## src/design/llba_pkg.sv

```systemverilog
package llba_pkg;

    localparam int NUM_BINS   = 8;
    localparam int LOAD_WIDTH = 32;
    localparam int WEIGHT_W   = 16;
    localparam int CFG_W      = 4;
    localparam int IDX_W      = $clog2(NUM_BINS);
    localparam int CNT_W      = $clog2(NUM_BINS + 1);
    localparam int SUM_W      = LOAD_WIDTH + 1;

    typedef struct packed {
        logic start;
        logic scan;
        logic commit;
    } llba_cmd_t;

    typedef struct packed {
        logic scan_last;
        logic out_free;
    } llba_status_t;

endpackage

```

## src/design/llba_ctrl.sv

```systemverilog
module llba_ctrl
    import llba_pkg::*;
(
    input  logic         clk,
    input  logic         rst_n,
    input  logic         in_valid,
    output logic         in_stall,
    input  llba_status_t status,
    output llba_cmd_t    cmd
);

    localparam logic [1:0] ST_IDLE  = 2'd0;
    localparam logic [1:0] ST_SCAN  = 2'd1;
    localparam logic [1:0] ST_WRITE = 2'd2;

    logic [1:0] state_reg;
    logic [1:0] state_next;

    always_ff @(posedge clk or negedge rst_n)
    begin
        if (!rst_n)
        begin
            state_reg <= ST_IDLE;
        end
        else
        begin
            state_reg <= state_next;
        end
    end

    always_comb
    begin
        state_next = state_reg;
        cmd        = '0;
        in_stall   = 1'b1;
        case (state_reg)
            ST_IDLE:
            begin
                in_stall  = 1'b0;
                cmd.start = in_valid;
                if (in_valid)
                begin
                    state_next = ST_SCAN;
                end
            end
            ST_SCAN:
            begin
                cmd.scan = 1'b1;
                if (status.scan_last)
                begin
                    state_next = ST_WRITE;
                end
            end
            ST_WRITE:
            begin
                cmd.commit = status.out_free;
                if (status.out_free)
                begin
                    state_next = ST_IDLE;
                end
            end
            default:
            begin
                state_next = ST_IDLE;
            end
        endcase
    end

endmodule

```

## src/design/llba_dp.sv

```systemverilog
module llba_dp
    import llba_pkg::*;
(
    input  logic                  clk,
    input  logic                  rst_n,
    input  logic                  cfg_wen,
    input  logic [CFG_W-1:0]      cfg_wdata,
    input  logic [WEIGHT_W-1:0]   weight,
    input  logic                  start_batch,
    output logic                  out_valid,
    input  logic                  out_stall,
    output logic [IDX_W-1:0]      bin_index,
    output logic [LOAD_WIDTH-1:0] new_load,
    output logic                  saturated,
    input  llba_cmd_t             cmd,
    output llba_status_t          status
);

    logic [CFG_W-1:0]      bins_in_use_reg;
    logic [LOAD_WIDTH-1:0] loads_reg [NUM_BINS];
    logic [WEIGHT_W-1:0]   weight_reg;
    logic [IDX_W-1:0]      idx_reg;
    logic [IDX_W-1:0]      best_idx_reg;
    logic [LOAD_WIDTH-1:0] best_load_reg;
    logic                  out_valid_reg;
    logic [IDX_W-1:0]      bin_index_reg;
    logic [LOAD_WIDTH-1:0] new_load_reg;
    logic                  saturated_reg;

    logic [CNT_W-1:0]      active;
    logic [SUM_W-1:0]      sum;
    logic                  clip;
    logic [LOAD_WIDTH-1:0] result;

    always_comb
    begin
        if (bins_in_use_reg == '0)
        begin
            active = CNT_W'(1);
        end
        else if (32'(bins_in_use_reg) > NUM_BINS)
        begin
            active = CNT_W'(NUM_BINS);
        end
        else
        begin
            active = CNT_W'(bins_in_use_reg);
        end
    end

    assign sum    = SUM_W'(best_load_reg) + SUM_W'(weight_reg);
    assign clip   = sum[SUM_W-1];
    assign result = clip ? '1 : sum[LOAD_WIDTH-1:0];

    assign status.scan_last = (idx_reg == IDX_W'(NUM_BINS - 1));
    assign status.out_free  = !out_valid_reg || !out_stall;

    always_ff @(posedge clk or negedge rst_n)
    begin
        if (!rst_n)
        begin
            bins_in_use_reg <= CFG_W'(3);
            out_valid_reg   <= 1'b0;
            for (int i = 0; i < NUM_BINS; i++)
            begin
                loads_reg[i] <= '0;
            end
        end
        else
        begin
            if (cfg_wen)
            begin
                bins_in_use_reg <= cfg_wdata;
            end
            if (cmd.start && start_batch)
            begin
                for (int i = 0; i < NUM_BINS; i++)
                begin
                    loads_reg[i] <= '0;
                end
            end
            if (cmd.commit)
            begin
                loads_reg[best_idx_reg] <= result;
                out_valid_reg           <= 1'b1;
            end
            else if (out_valid_reg && !out_stall)
            begin
                out_valid_reg <= 1'b0;
            end
        end
    end

    always_ff @(posedge clk)
    begin
        if (cmd.start)
        begin
            weight_reg    <= weight;
            idx_reg       <= IDX_W'(1);
            best_idx_reg  <= '0;
            best_load_reg <= start_batch ? '0 : loads_reg[0];
        end
        if (cmd.scan)
        begin
            idx_reg <= idx_reg + 1'b1;
            if ((CNT_W'(idx_reg) < active) && (loads_reg[idx_reg] < best_load_reg))
            begin
                best_idx_reg  <= idx_reg;
                best_load_reg <= loads_reg[idx_reg];
            end
        end
        if (cmd.commit)
        begin
            bin_index_reg <= best_idx_reg;
            new_load_reg  <= result;
            saturated_reg <= clip;
        end
    end

    assign out_valid = out_valid_reg;
    assign bin_index = bin_index_reg;
    assign new_load  = new_load_reg;
    assign saturated = saturated_reg;

endmodule

```

## src/design/least_loaded_bin_assigner.sv

```systemverilog
// Channel  | Direction | Handshake          | Payload
// ---------+-----------+--------------------+----------------------------------
// in       | sink      | in_valid/in_stall   | weight, start_batch
// out      | source    | out_valid/out_stall | bin_index, new_load, saturated
// cfg      | sink      | cfg_wen             | cfg_wdata (bins_in_use)
//
// Each beat is accepted, then bins 1 to 7 are walked one per cycle against the
// running minimum, and then the load is written back.
// The result sits in an output register, so the next beat is accepted while it waits.
// A write-back waits while the output register is full and stalled.
// Reset clears all bin loads and sets bins_in_use to 3.
module least_loaded_bin_assigner
    import llba_pkg::*;
(
    input  logic                  clk,
    input  logic                  rst_n,
    input  logic                  cfg_wen,
    input  logic [CFG_W-1:0]      cfg_wdata,
    input  logic                  in_valid,
    output logic                  in_stall,
    input  logic [WEIGHT_W-1:0]   weight,
    input  logic                  start_batch,
    output logic                  out_valid,
    input  logic                  out_stall,
    output logic [IDX_W-1:0]      bin_index,
    output logic [LOAD_WIDTH-1:0] new_load,
    output logic                  saturated
);

    llba_cmd_t    cmd;
    llba_status_t status;

    llba_ctrl u_ctrl (
        .clk      (clk),
        .rst_n    (rst_n),
        .in_valid (in_valid),
        .in_stall (in_stall),
        .status   (status),
        .cmd      (cmd)
    );

    llba_dp u_dp (
        .clk         (clk),
        .rst_n       (rst_n),
        .cfg_wen     (cfg_wen),
        .cfg_wdata   (cfg_wdata),
        .weight      (weight),
        .start_batch (start_batch),
        .out_valid   (out_valid),
        .out_stall   (out_stall),
        .bin_index   (bin_index),
        .new_load    (new_load),
        .saturated   (saturated),
        .cmd         (cmd),
        .status      (status)
    );

endmodule

```

## config.mk

```make
export PLATFORM = sky130hd
export DESIGN_NAME = least_loaded_bin_assigner
export DESIGN_NICKNAME = d
export VERILOG_FILES = /design/src/design/llba_pkg.sv /design/src/design/llba_ctrl.sv /design/src/design/llba_dp.sv /design/src/design/least_loaded_bin_assigner.sv
export SDC_FILE = /design/constraint.sdc
export NUM_CORES = 1
export LEC_CHECK = 0
export BUFFER_PORTS_ARGS = -buffer_cell sky130_fd_sc_hd__buf_2
export CORE_MARGIN = 1.5
export CORE_UTILIZATION = 60
export CTS_CLUSTER_DIAMETER = 40
export CTS_CLUSTER_SIZE = 12
export DETAILED_ROUTE_END_ITERATION = 6
export GPL_TIMING_DRIVEN = 1
export PLACE_DENSITY = 0.85
export SYNTH_ARGS = -nofsm -noshare
export SYNTH_HDL_FRONTEND = slang
export SYNTH_SLANG_ARGS = --single-unit
export TNS_END_PERCENT = 100
```

## constraint.sdc

```tcl
create_clock -name clk -period 10.91 [get_ports clk]
set_input_delay 2.182 -clock clk [delete_from_list [all_inputs] [get_ports clk]]
set_output_delay 2.182 -clock clk [all_outputs]
set_load 0.05 [all_outputs]
```

==> results.sh, run 1 <==
export IMPL_synth_area_um2=17600
export IMPL_grt_pass1_wl_um=75800
export IMPL_avgSynthCellArea_um2=10.7
export IMPL_fin_crit_sh=0.567
export IMPL_end_kind="flip-flop"
export IMPL_p_seq_frac=0.350
export IMPL_num_rows=62
export IMPL_hp_start="u_dp.loads_reg[174]$_DFF_PN0_"
export IMPL_ys_types=53
export IMPL_die_area_um2=30400
export IMPL_fmax_mhz=162
export IMPL_ys_seq_elements=353
export IMPL_worst_pin_slew_ns=1.39
export IMPL_slowest_stage="edfxtp_1"
export IMPL_layout_drive_gt1_share=0.180
export IMPL_layout_nets=1724
export IMPL_clkTransAtPathRegs_ns=0.06
export IMPL_portBuffers=63
export IMPL_yosys_area_top_type="dfrtp_1"
export IMPL_clk_path_buf_depth=3
export IMPL_synth_xor_area_frac=0.00945
export IMPL_hold_class="reg -> reg"
export IMPL_required_ns=11.32
export IMPL_rsz0062_at_grt="false"
export IMPL_synth_cells=1647
export IMPL_synth_mux_area_fraction=0.129
export IMPL_fill_cells=2036
export IMPL_synth_common_cells="dfrtp_1, o21ai_0, nand3_1"
export IMPL_final_hold_viol_count=0
export IMPL_combPwrFrac=0.351
export IMPL_grt_use_total=0.314
export IMPL_regToRegStartpoint="u_dp.idx_reg[0]$_SDFFCE_PN1P_"
export IMPL_fin_skew_ns=0.0260
export IMPL_synthesis_nets=1725
export IMPL_p_int_uw=3290
export IMPL_multiInputGateArea_um2=7940
export IMPL_antenna_found_initial=0
export IMPL_finalWirelength_um=46800
export IMPL_crit_path_start_kind="flip-flop"
export IMPL_wire_per_inst_um=22.6
export IMPL_status="completed"
export IMPL_ys_seq_area_frac=0.507
export IMPL_switching_share=0.364
export IMPL_r2r_cells=13
export IMPL_initial_core_util=0.612
export IMPL_first_pass_iters=6
export IMPL_p_sw_uw=1880
export IMPL_grt_max_degree=129
export IMPL_cts_resized=0
export IMPL_final_util=0.685
export IMPL_arrival_ns=6.59
export IMPL_ff_latch_area_um2=8940
export IMPL_setup_viol=0
export IMPL_holdPathEnd="u_dp.loads_reg[174]$_DFF_PN0_"
export IMPL_cts_sinks=353
export IMPL_ant_nets=0
export IMPL_cts_setup_buffers=0
export IMPL_insertion_delay_ns=0.55
export IMPL_cpMostUsedCell="buf_4"
export IMPL_synthArstFlopShare=0.745
export IMPL_hold_depth=2
export IMPL_area_delta_synth_final_pct=11.9
export IMPL_drt_iter0_markers=1696
export IMPL_worst_r2r_setup_slack_ns=4.72
export IMPL_crit_chain="buf_4 -> buf_4 -> mux4_2 -> mux2_2 -> ha_1 -> and3_1 -> nand4_1 -> a211oi_1 -> nor4b_1 -> o221ai_1 -> a211oi_4 -> buf_4 -> mux2_2"
export IMPL_cap_violations=0
export IMPL_critPathMaxStageDelay_ns=1.08
export IMPL_synthFlopType="dfrtp_1"
export IMPL_ioPinCount=64
export IMPL_power_density_nw_per_um2=262
export IMPL_yosysMostFrequentCell="dfrtp_1"
export IMPL_synth_edf_count=55
export IMPL_via_per_inst=6.75
export IMPL_synth_warning_count=0
export IMPL_clkPwrFrac=0.299
export IMPL_setup_tns_ns=0
export IMPL_path_max_fanout=28
export IMPL_insertedDiodeCount=0
export IMPL_core_um2=28800
export IMPL_synth_top_family_by_area="compound AO/OA/AOI/OAI gates"
export IMPL_finalCriticalPeriod_ns=6.19
export IMPL_leakage_uw=0.00833
export IMPL_hpwl_um=28300
export IMPL_numCtsBuffers=45
export IMPL_r2r_end="u_dp.best_load_reg[25]$_DFF_P_"
export IMPL_grt_pass1_vias=14000
export IMPL_largest_register_ffs=256
export IMPL_gp_congestion=0.940
export IMPL_drc=0
export IMPL_maxSlewHeadroom=0.0654
export IMPL_postCtsHoldBufs=0
export IMPL_die_width_um=174
export IMPL_cts_tree="yes"
export IMPL_synth_area_leaders="dfrtp_1, edfxtp_1, mux4_2"
export IMPL_vias=13900
export IMPL_ctsHtreeMaxLevel=2
export IMPL_report_final_slew_viol_count=0
export IMPL_synth_top_area_share=0.371
export IMPL_grt_overflow=0
export IMPL_ir_worst_vdd_mv=0.156
export IMPL_root_buffer="clkbuf_16"
export IMPL_synth_compound_gate_area_share=0.140
export IMPL_path_class="reg -> reg"
export IMPL_synthAdderAreaFrac=0.0374
export IMPL_synth_simple_area_share=0.132
export IMPL_chipHeight_um=174
[metrics by stage]
| stage | instances | instance area, um^2 | total power [uW] | setup WS (ns) | hold WS [ns] |
|---|---|---|---|---|---|
| 2_1_floorplan | 1647 | 17600 | 3110 | 5.45 | 0.429 |
| 3_3_place_gp | 1983 | 18100 | 3520 | 4.90 | 0.476 |
| 3_5_place_dp | 1983 | 18100 | 3580 | 4.79 | 0.486 |
| 4_1_cts | 2066 | 19700 | 5150 | 4.69 | 0.498 |
| 5_1_grt | 2066 | 19700 | 5410 | 4.32 | 0.521 |
| 6_report | 2066 | 19700 | 5170 | 4.72 | 0.493 |
[worst max path at each step]
stage / from / end / slack [ns] / cells after the start
after floorplan: out_stall / u_dp.loads_reg[217]$_DFF_PN0_ / 5.45 / 5
after global placement: u_dp.idx_reg[0]$_SDFFCE_PN1P_ / u_dp.best_load_reg[29]$_DFF_P_ / 4.90 / 13
after detailed placement: u_dp.idx_reg[0]$_SDFFCE_PN1P_ / u_dp.best_load_reg[2]$_DFF_P_ / 4.79 / 13
after CTS: u_dp.idx_reg[0]$_SDFFCE_PN1P_ / u_dp.best_load_reg[25]$_DFF_P_ / 4.69 / 13
after global routing: u_dp.idx_reg[0]$_SDFFCE_PN1P_ / u_dp.best_load_reg[25]$_DFF_P_ / 4.32 / 13
final: u_dp.idx_reg[0]$_SDFFCE_PN1P_ / u_dp.best_load_reg[25]$_DFF_P_ / 4.72 / 13
[layer usage]
metal  part of all wire  global-route usage
met3              0.093              0.0514
met2               0.46               0.488
met4              0.036               0.128
met5                  0                   0
met1               0.41               0.444
[worst max-delay path, delay by kind of cell, from the launching register on]
kind                       cells  cell delay [ns]
adders and majority gates      1             0.29
AOI/OAI and AO/OA              3             1.11
muxes                          3             1.26
and+or+nand+nor                3             0.62
DFF                            1             1.08
buffers and inverters          3             1.67
[power groups by stage]
stage | Combinational (uW) | Sequential, uW | Clock [uW]
after floorplan | 1360 | 1750 | 0
after global placement | 1710 | 1810 | 0
after detailed placement | 1760 | 1820 | 0
after CTS | 1790 | 1800 | 1560
after global routing | 1970 | 1830 | 1610
final | 1810 | 1810 | 1550
[kinds of logic after synthesis]
family	count (synthesis)
xor+xnor	19
mux	139
fa+ha+maj	52
compound gates	439
flops	353
buf+inv	203
simple gates	442
[area by class of cell]
type                       count  share of cell area
sequential                   353               0.454
multi-input combinational   1091               0.403
clock buffer                  64              0.0693
timing repair buffer          89              0.0264
tap                          384              0.0244
inverter                      66              0.0126
clock inverter                19              0.0109
[layout by cell type (no fill, tap or decap), drive strengths merged, types with 6 or more instances in the layout]
cell and count:
nor2 42, a21o 8, clkinv 6, mux2i 9, o21ai 244, and3 6
nand2b 7, edfxtp 55, nand2 46, nand4 14, inv 73, mux4 64
clkbuf 64, nor3 25, a311oi 32, nor4 34, buf 89, and2 7
dfrtp 261, dfxtp 35, nand3b 31, and4 9, a21oi 107, xnor2 14
a211oi 11, nand3 207, mux2 66, a31oi 19, nor2b 7, ha 51
Note: power is estimated with default switching activity, not from simulation.
==> run 2, diff against run 1 <==
==> constraint.sdc (replaced) <==
create_clock -name clk -period 6.17 [get_ports clk]
set_input_delay 1.234 -clock clk [delete_from_list [all_inputs] [get_ports clk]]
set_output_delay 1.234 -clock clk [all_outputs]
set_load 0.05 [all_outputs]
==> results.sh, run 2 (synthesis gave the netlist of run 1 again) <==
export IMPL_hpwl_um=28400
export IMPL_setup_viol=0
export IMPL_fill_cells=2070
export IMPL_die_width_um=174
export IMPL_final_common_cell="dfrtp_1"
export IMPL_finalCriticalPeriod_ns=4.34
export IMPL_clk_path_buf_depth=3
export IMPL_crit_path_start_kind="flip-flop"
export IMPL_finalWirelength_um=46800
export IMPL_cts_tree="yes"
export IMPL_cap_violations=0
export IMPL_core_um2=28800
export IMPL_antenna_found_initial=0
export IMPL_r2r_cells=12
export IMPL_grt_max_degree=109
export IMPL_cts_setup_buffers=0
export IMPL_root_buffer="clkbuf_16"
export IMPL_stdcell_count=2066
export IMPL_first_pass_iters=6
export IMPL_grt_pass1_wl_um=75100
export IMPL_ctsHtreeMaxLevel=2
export IMPL_drc=0
export IMPL_area_delta_synth_final_pct=12.1
export IMPL_end_kind="flip-flop"
export IMPL_wire_per_inst_um=22.6
export IMPL_setup_tns_ns=0
export IMPL_rsz0062_at_grt="false"
export IMPL_numCtsBuffers=44
export IMPL_clkTransAtPathRegs_ns=0.06
export IMPL_leakage_uw=0.00835
export IMPL_grt_pass1_vias=13800
export IMPL_fin_crit_sh=0.703
export IMPL_grt_overflow=0
export IMPL_required_ns=6.59
export IMPL_vias=14000
export IMPL_portBuffers=63
export IMPL_fin_skew_ns=0.0220
export IMPL_postCtsHoldBufs=0
export IMPL_path_max_fanout=44
export IMPL_via_per_inst=6.79
export IMPL_ioPinCount=64
export IMPL_dp_cells=1983
export IMPL_chipHeight_um=174
export IMPL_insertion_delay_ns=0.55
export IMPL_maxSlewHeadroom=0.0644
export IMPL_layout_common_cells="dfrtp_1, o21ai_0, nand3_1"
export IMPL_num_rows=62
export IMPL_layout_drive_gt1_share=0.180
export IMPL_report_final_slew_viol_count=0
export IMPL_status="completed"
export IMPL_cts_sinks=353
export IMPL_gp_congestion=0.928
export IMPL_largest_register_ffs=256
export IMPL_hold_depth=2
export IMPL_grt_use_total=0.313
export IMPL_worst_pin_slew_ns=1.40
export IMPL_die_area_um2=30400
export IMPL_cts_resized=0
export IMPL_ant_nets=0
export IMPL_power_density_nw_per_um2=463
export IMPL_ir_worst_vdd_mv=0.553
export IMPL_layout_nets=1723
export IMPL_hold_class="reg -> reg"
export IMPL_final_hold_viol_count=0
export IMPL_drt_iter0_markers=1568
export IMPL_arrival_ns=4.76
export IMPL_path_class="reg -> reg"
export IMPL_fmax_mhz=231
export IMPL_initial_core_util=0.612
export IMPL_hold_slack_ns=0.496
run 2: cell types whose count changed in the layout (fill, tap and decap cells not counted), sizes merged:
cell      before  now
inv           73   71
bufinv         3    5
diode          0    1
clkinvlp       3    1
clkinv         6    7
run 2: final cells by class:
type	count	area, um^2	area share
antenna	1	2.50	0.000127
clock buffer	64	1330	0.0676
clock inverter	18	263	0.0133
inverter	66	248	0.0126
multi-input combinational	1091	7940	0.402
sequential	353	8940	0.453
tap	384	480	0.0243
timing repair buffer	89	533	0.0270
run 2: through the flow:
stage	area (um^2)	total power, uW	util	setup WS [ns]
2_1_floorplan	17600	5500	-	1.66
3_3_place_gp	18100	6230	0.630	2.04
3_5_place_dp	18100	6330	0.630	1.96
4_1_cts	19700	9110	0.686	1.93
5_1_grt	19700	9590	0.686	1.68
6_report	19700	9140	0.686	1.83
run 2: worst max-delay path: stages, from the launching register on:
cell and delay (ns):
edfxtp_1 0.40, buf_4 0.57, mux4_2 0.41, mux2_2 0.29, ha_1 0.29, a21oi_1 0.16, nor2_1 0.07, a211oi_1 0.23
o31ai_1 0.18, a211o_1 0.39, a211oi_4 0.21, buf_4 0.50, mux2_2 0.41
run 2: power breakdown:
part / internal [uW] / total [uW] / switching (uW)
registers: 2830 / 3160 / 322
clock network: 1730 / 2750 / 1020
logic: 1300 / 3240 / 1940
run 2: per-layer routing:
layer / GRT usage / part of all wire / up-vias
met2: 0.484 / 0.46 / 785
li1: - / - / 6145
met3: 0.0547 / 0.092 / 125
met5: 0 / 0 / -
met4: 0.114 / 0.029 / 0
met1: 0.446 / 0.42 / 6965
run 2: path summary, 6_finish.rpt:
| kind | start | end | slack (ns) |
|---|---|---|---|
| min in group asynchronous | rst_n | u_dp.loads_reg[170]$_DFF_PN0_ | 0.72 |
| worst max register to register | u_dp.idx_reg[1]$_SDFFCE_PN0P_ | u_dp.best_load_reg[5]$_DFF_P_ | 1.83 |
| worst min register to register | u_dp.loads_reg[143]$_DFF_PN0_ | u_dp.loads_reg[143]$_DFF_PN0_ | 0.50 |
| max in group asynchronous | rst_n | u_dp.loads_reg[23]$_DFF_PN0_ | 3.96 |
| worst min-delay path | u_dp.loads_reg[143]$_DFF_PN0_ | u_dp.loads_reg[143]$_DFF_PN0_ | 0.50 |
| worst max-delay path | u_dp.idx_reg[1]$_SDFFCE_PN0P_ | u_dp.best_load_reg[5]$_DFF_P_ | 1.83 |
==> run 3, diff against run 2 <==
--- a/config.mk
+++ b/config.mk
@@ -5,14 +5,15 @@
 export SDC_FILE = /design/constraint.sdc
 export NUM_CORES = 1
 export LEC_CHECK = 0
+export ABC_AREA = 1
 export BUFFER_PORTS_ARGS = -buffer_cell sky130_fd_sc_hd__buf_2
 export CORE_MARGIN = 1.5
-export CORE_UTILIZATION = 60
+export CORE_UTILIZATION = 56
 export CTS_CLUSTER_DIAMETER = 40
 export CTS_CLUSTER_SIZE = 12
 export DETAILED_ROUTE_END_ITERATION = 6
 export GPL_TIMING_DRIVEN = 1
-export PLACE_DENSITY = 0.85
+export PLACE_DENSITY = 0.83
 export SYNTH_ARGS = -nofsm -noshare
 export SYNTH_HDL_FRONTEND = slang
 export SYNTH_SLANG_ARGS = --single-unit
==> constraint.sdc (replaced) <==
create_clock -name clk -period 3.66 [get_ports clk]
set_input_delay 0.732 -clock clk [delete_from_list [all_inputs] [get_ports clk]]
set_output_delay 0.732 -clock clk [all_outputs]
set_load 0.05 [all_outputs]
==> results.sh, run 3 <==
export IMPL_report_final_slew_viol_count=0
export IMPL_synth_cells=2229
export IMPL_die_width_um=182
export IMPL_vias=16600
export IMPL_leakage_uw=0.00986
export IMPL_synth_common_cells="nand2_1, nand3_1, o21ai_0"
export IMPL_num_rows=65
export IMPL_finalCriticalPeriod_ns=3.42
export IMPL_required_ns=4.15
export IMPL_worstSetupStartpoint="u_dp.idx_reg[0]$_SDFFCE_PN1P_"
export IMPL_synth_top_area_share=0.365
export IMPL_portBuffers=63
export IMPL_cts_sinks=353
export IMPL_postCtsHoldBufs=0
export IMPL_grt_pass1_wl_um=83100
export IMPL_grt_overflow=0
export IMPL_die_area_um2=33000
export IMPL_arrival_ns=3.92
export IMPL_via_per_inst=6.19
export IMPL_worst_pin_slew_ns=1.08
export IMPL_grt_pass1_vias=15600
export IMPL_crit_path_start_kind="flip-flop"
export IMPL_fmax_mhz=292
export IMPL_path_class="reg -> reg"
export IMPL_synth_edf_count=55
export IMPL_cts_tree="yes"
export IMPL_layout_common_cells="nand2_1, nand3_1, o21ai_0"
export IMPL_end_kind="flip-flop"
export IMPL_ys_seq_area_frac=0.500
export IMPL_regToRegStartpoint="u_dp.idx_reg[0]$_SDFFCE_PN1P_"
export IMPL_synthArstFlopShare=0.745
export IMPL_clkPwrFrac=0.258
export IMPL_ant_nets=0
export IMPL_ctsHtreeMaxLevel=2
export IMPL_gp_congestion=0.943
export IMPL_hold_class="in -> async"
export IMPL_grt_use_total=0.315
export IMPL_combPwrFrac=0.440
export IMPL_power_density_nw_per_um2=884
export IMPL_path_max_fanout=31
export IMPL_fin_skew_ns=0.0204
export IMPL_chipHeight_um=182
export IMPL_wire_per_inst_um=19.4
export IMPL_layout_drive_gt1_share=0.103
export IMPL_largest_register_ffs=256
export IMPL_synth_warning_count=0
export IMPL_yosysMostFrequentCell="nand2_1"
export IMPL_area_delta_synth_final_pct=13.0
export IMPL_insertedDiodeCount=0
export IMPL_drc=0
export IMPL_layout_nets=2324
export IMPL_fin_crit_sh=0.936
export IMPL_yosys_area_top_type="dfrtp_1"
export IMPL_clkTransAtPathRegs_ns=0.06
export IMPL_ys_types=48
export IMPL_p_int_uw=10100
export IMPL_grt_max_degree=132
export IMPL_synth_area_um2=17900
export IMPL_total_power_uw=17900
export IMPL_ioPinCount=64
export IMPL_clk_path_buf_depth=3
export IMPL_final_common_cell="nand2_1"
export IMPL_maxSlewHeadroom=0.277
export IMPL_ir_worst_vdd_mv=0.529
export IMPL_p_seq_frac=0.302
export IMPL_root_buffer="clkbuf_16"
export IMPL_finalWirelength_um=52200
export IMPL_rsz0062_at_grt="false"
export IMPL_drt_iter0_markers=2350
export IMPL_setup_viol=0
export IMPL_cap_violations=0
export IMPL_synthesis_nets=2307
export IMPL_switching_share=0.437
export IMPL_final_hold_viol_count=0
export IMPL_initial_core_util=0.568
export IMPL_ys_seq_elements=353
export IMPL_p_sw_uw=7810
export IMPL_antenna_found_initial=1
export IMPL_setup_tns_ns=0
export IMPL_avgSynthCellArea_um2=8.02
export IMPL_core_um2=31500
export IMPL_synth_area_leaders="dfrtp_1, nand2_1, edfxtp_1"
export IMPL_hpwl_um=33200
export IMPL_insertion_delay_ns=0.56
export IMPL_status="completed"
export IMPL_first_pass_iters=7
export IMPL_numCtsBuffers=46
export IMPL_synthFlopType="dfrtp_1"
==> run 3: cell count changes after synthesis, moves of 14 or more <==
cell | before | now
nor2_1 | 42 | 259
nand3b_1 | 31 | 1
nand3_1 | 207 | 329
nand3_2 | 0 | 14
mux2_2 | 66 | 2
mux4_2 | 64 | 0
a311oi_1 | 32 | 0
o22ai_1 | 0 | 33
nor4_1 | 33 | 3
nand2_1 | 46 | 459
a21oi_1 | 107 | 40
o21ai_0 | 239 | 307
inv_1 | 65 | 123
nor3_1 | 25 | 8
==> run 3: path summary, 6_finish.rpt <==
check	slack [ns]	cells after the start	to
min in group clk	0.35	1	u_dp.weight_reg[7]$_DFFE_PP_
worst max-delay path	0.24	17	u_dp.best_load_reg[4]$_DFF_P_
worst max register to register	0.24	17	u_dp.best_load_reg[4]$_DFF_P_
worst min register to register	0.50	2	u_dp.loads_reg[76]$_DFF_PN0_
worst min-delay path	0.24	1	u_dp.loads_reg[247]$_DFF_PN0_
max in group asynchronous	2.43	2	u_dp.bins_in_use_reg[1]$_DFFE_PN1P_
==> run 3: cell type report <==
| class | count | area (um^2) |
|---|---|---|
| tap | 402 | 503 |
| fill | 2470 | 11300 |
| multi-input combinational | 1602 | 7880 |
| clock buffer | 60 | 1310 |
| timing repair buffer | 112 | 818 |
| clock inverter | 23 | 275 |
| sequential | 353 | 8940 |
| inverter | 131 | 495 |
==> run 3: power by group through the flow <==
stage / clock network (uW) / registers [uW] / logic, uW
after floorplan: 0 / 5570 / 5010
after global placement: 0 / 5410 / 7400
after detailed placement: 0 / 5420 / 7540
after CTS: 4640 / 5360 / 7620
after global routing: 4800 / 5460 / 8630
final: 4610 / 5390 / 7870
==> run 3: timing repair <==
action | 4_1_cts | 5_1_grt
gates resized for setup | 0 | 3
hold endpoints to repair | 0 | 0
setup buffers | 0 | 0
setup endpoints to repair | 0 | 34
==> run 3: logic make-up (layout without fill, tap and decap cells) <==
family / Yosys count / after routing / share of synthesized area
adder cells (fa/ha/maj): 52 / 52 / 0.0368
XOR/XNOR: 14 / 14 / 0.00686
AND/OR/NAND/NOR: 1101 / 1101 / 0.267
AO/OA/AOI/OAI: 433 / 433 / 0.128
buffers and inverters: 274 / 326 / 0.0607
multiplexers: 2 / 2 / 0.00126
flip-flops: 353 / 353 / 0.500
==> run 3: per-layer routing <==
metal,part of all wire,GRT usage
met1,0.41,0.447
met2,0.44,0.474
met3,0.12,0.0728
met4,0.031,0.113
met5,0.00029,0
==> run 3: worst max-delay path: stages, from the launching register on <==
cell      delay [ns]
edfxtp_1        0.44
clkinv_2        0.14
buf_4           0.35
buf_4           0.32
o21ai_0         0.13
o22ai_1         0.14
nor2_1          0.06
a31oi_1         0.24
ha_1            0.30
nand2_1         0.09
nor2_1          0.05
a211oi_1        0.20
o221a_2         0.22
nand2_1         0.08
nand2_4         0.10
buf_4           0.27
nand3_1         0.11
nand2_1         0.09
==> run 3: metrics by stage <==
stage,utilization,setup WS (ns),hold WS [ns],area [um^2],instances
final,0.642,0.236,0.242,20200,2683
after floorplan,-,0.654,0.436,17900,2229
after CTS,0.642,0.249,0.283,20200,2683
after global placement,0.592,0.354,0.483,18600,2600
after detailed placement,0.592,0.332,0.489,18600,2600
after global routing,0.642,0.0551,0.312,20200,2683
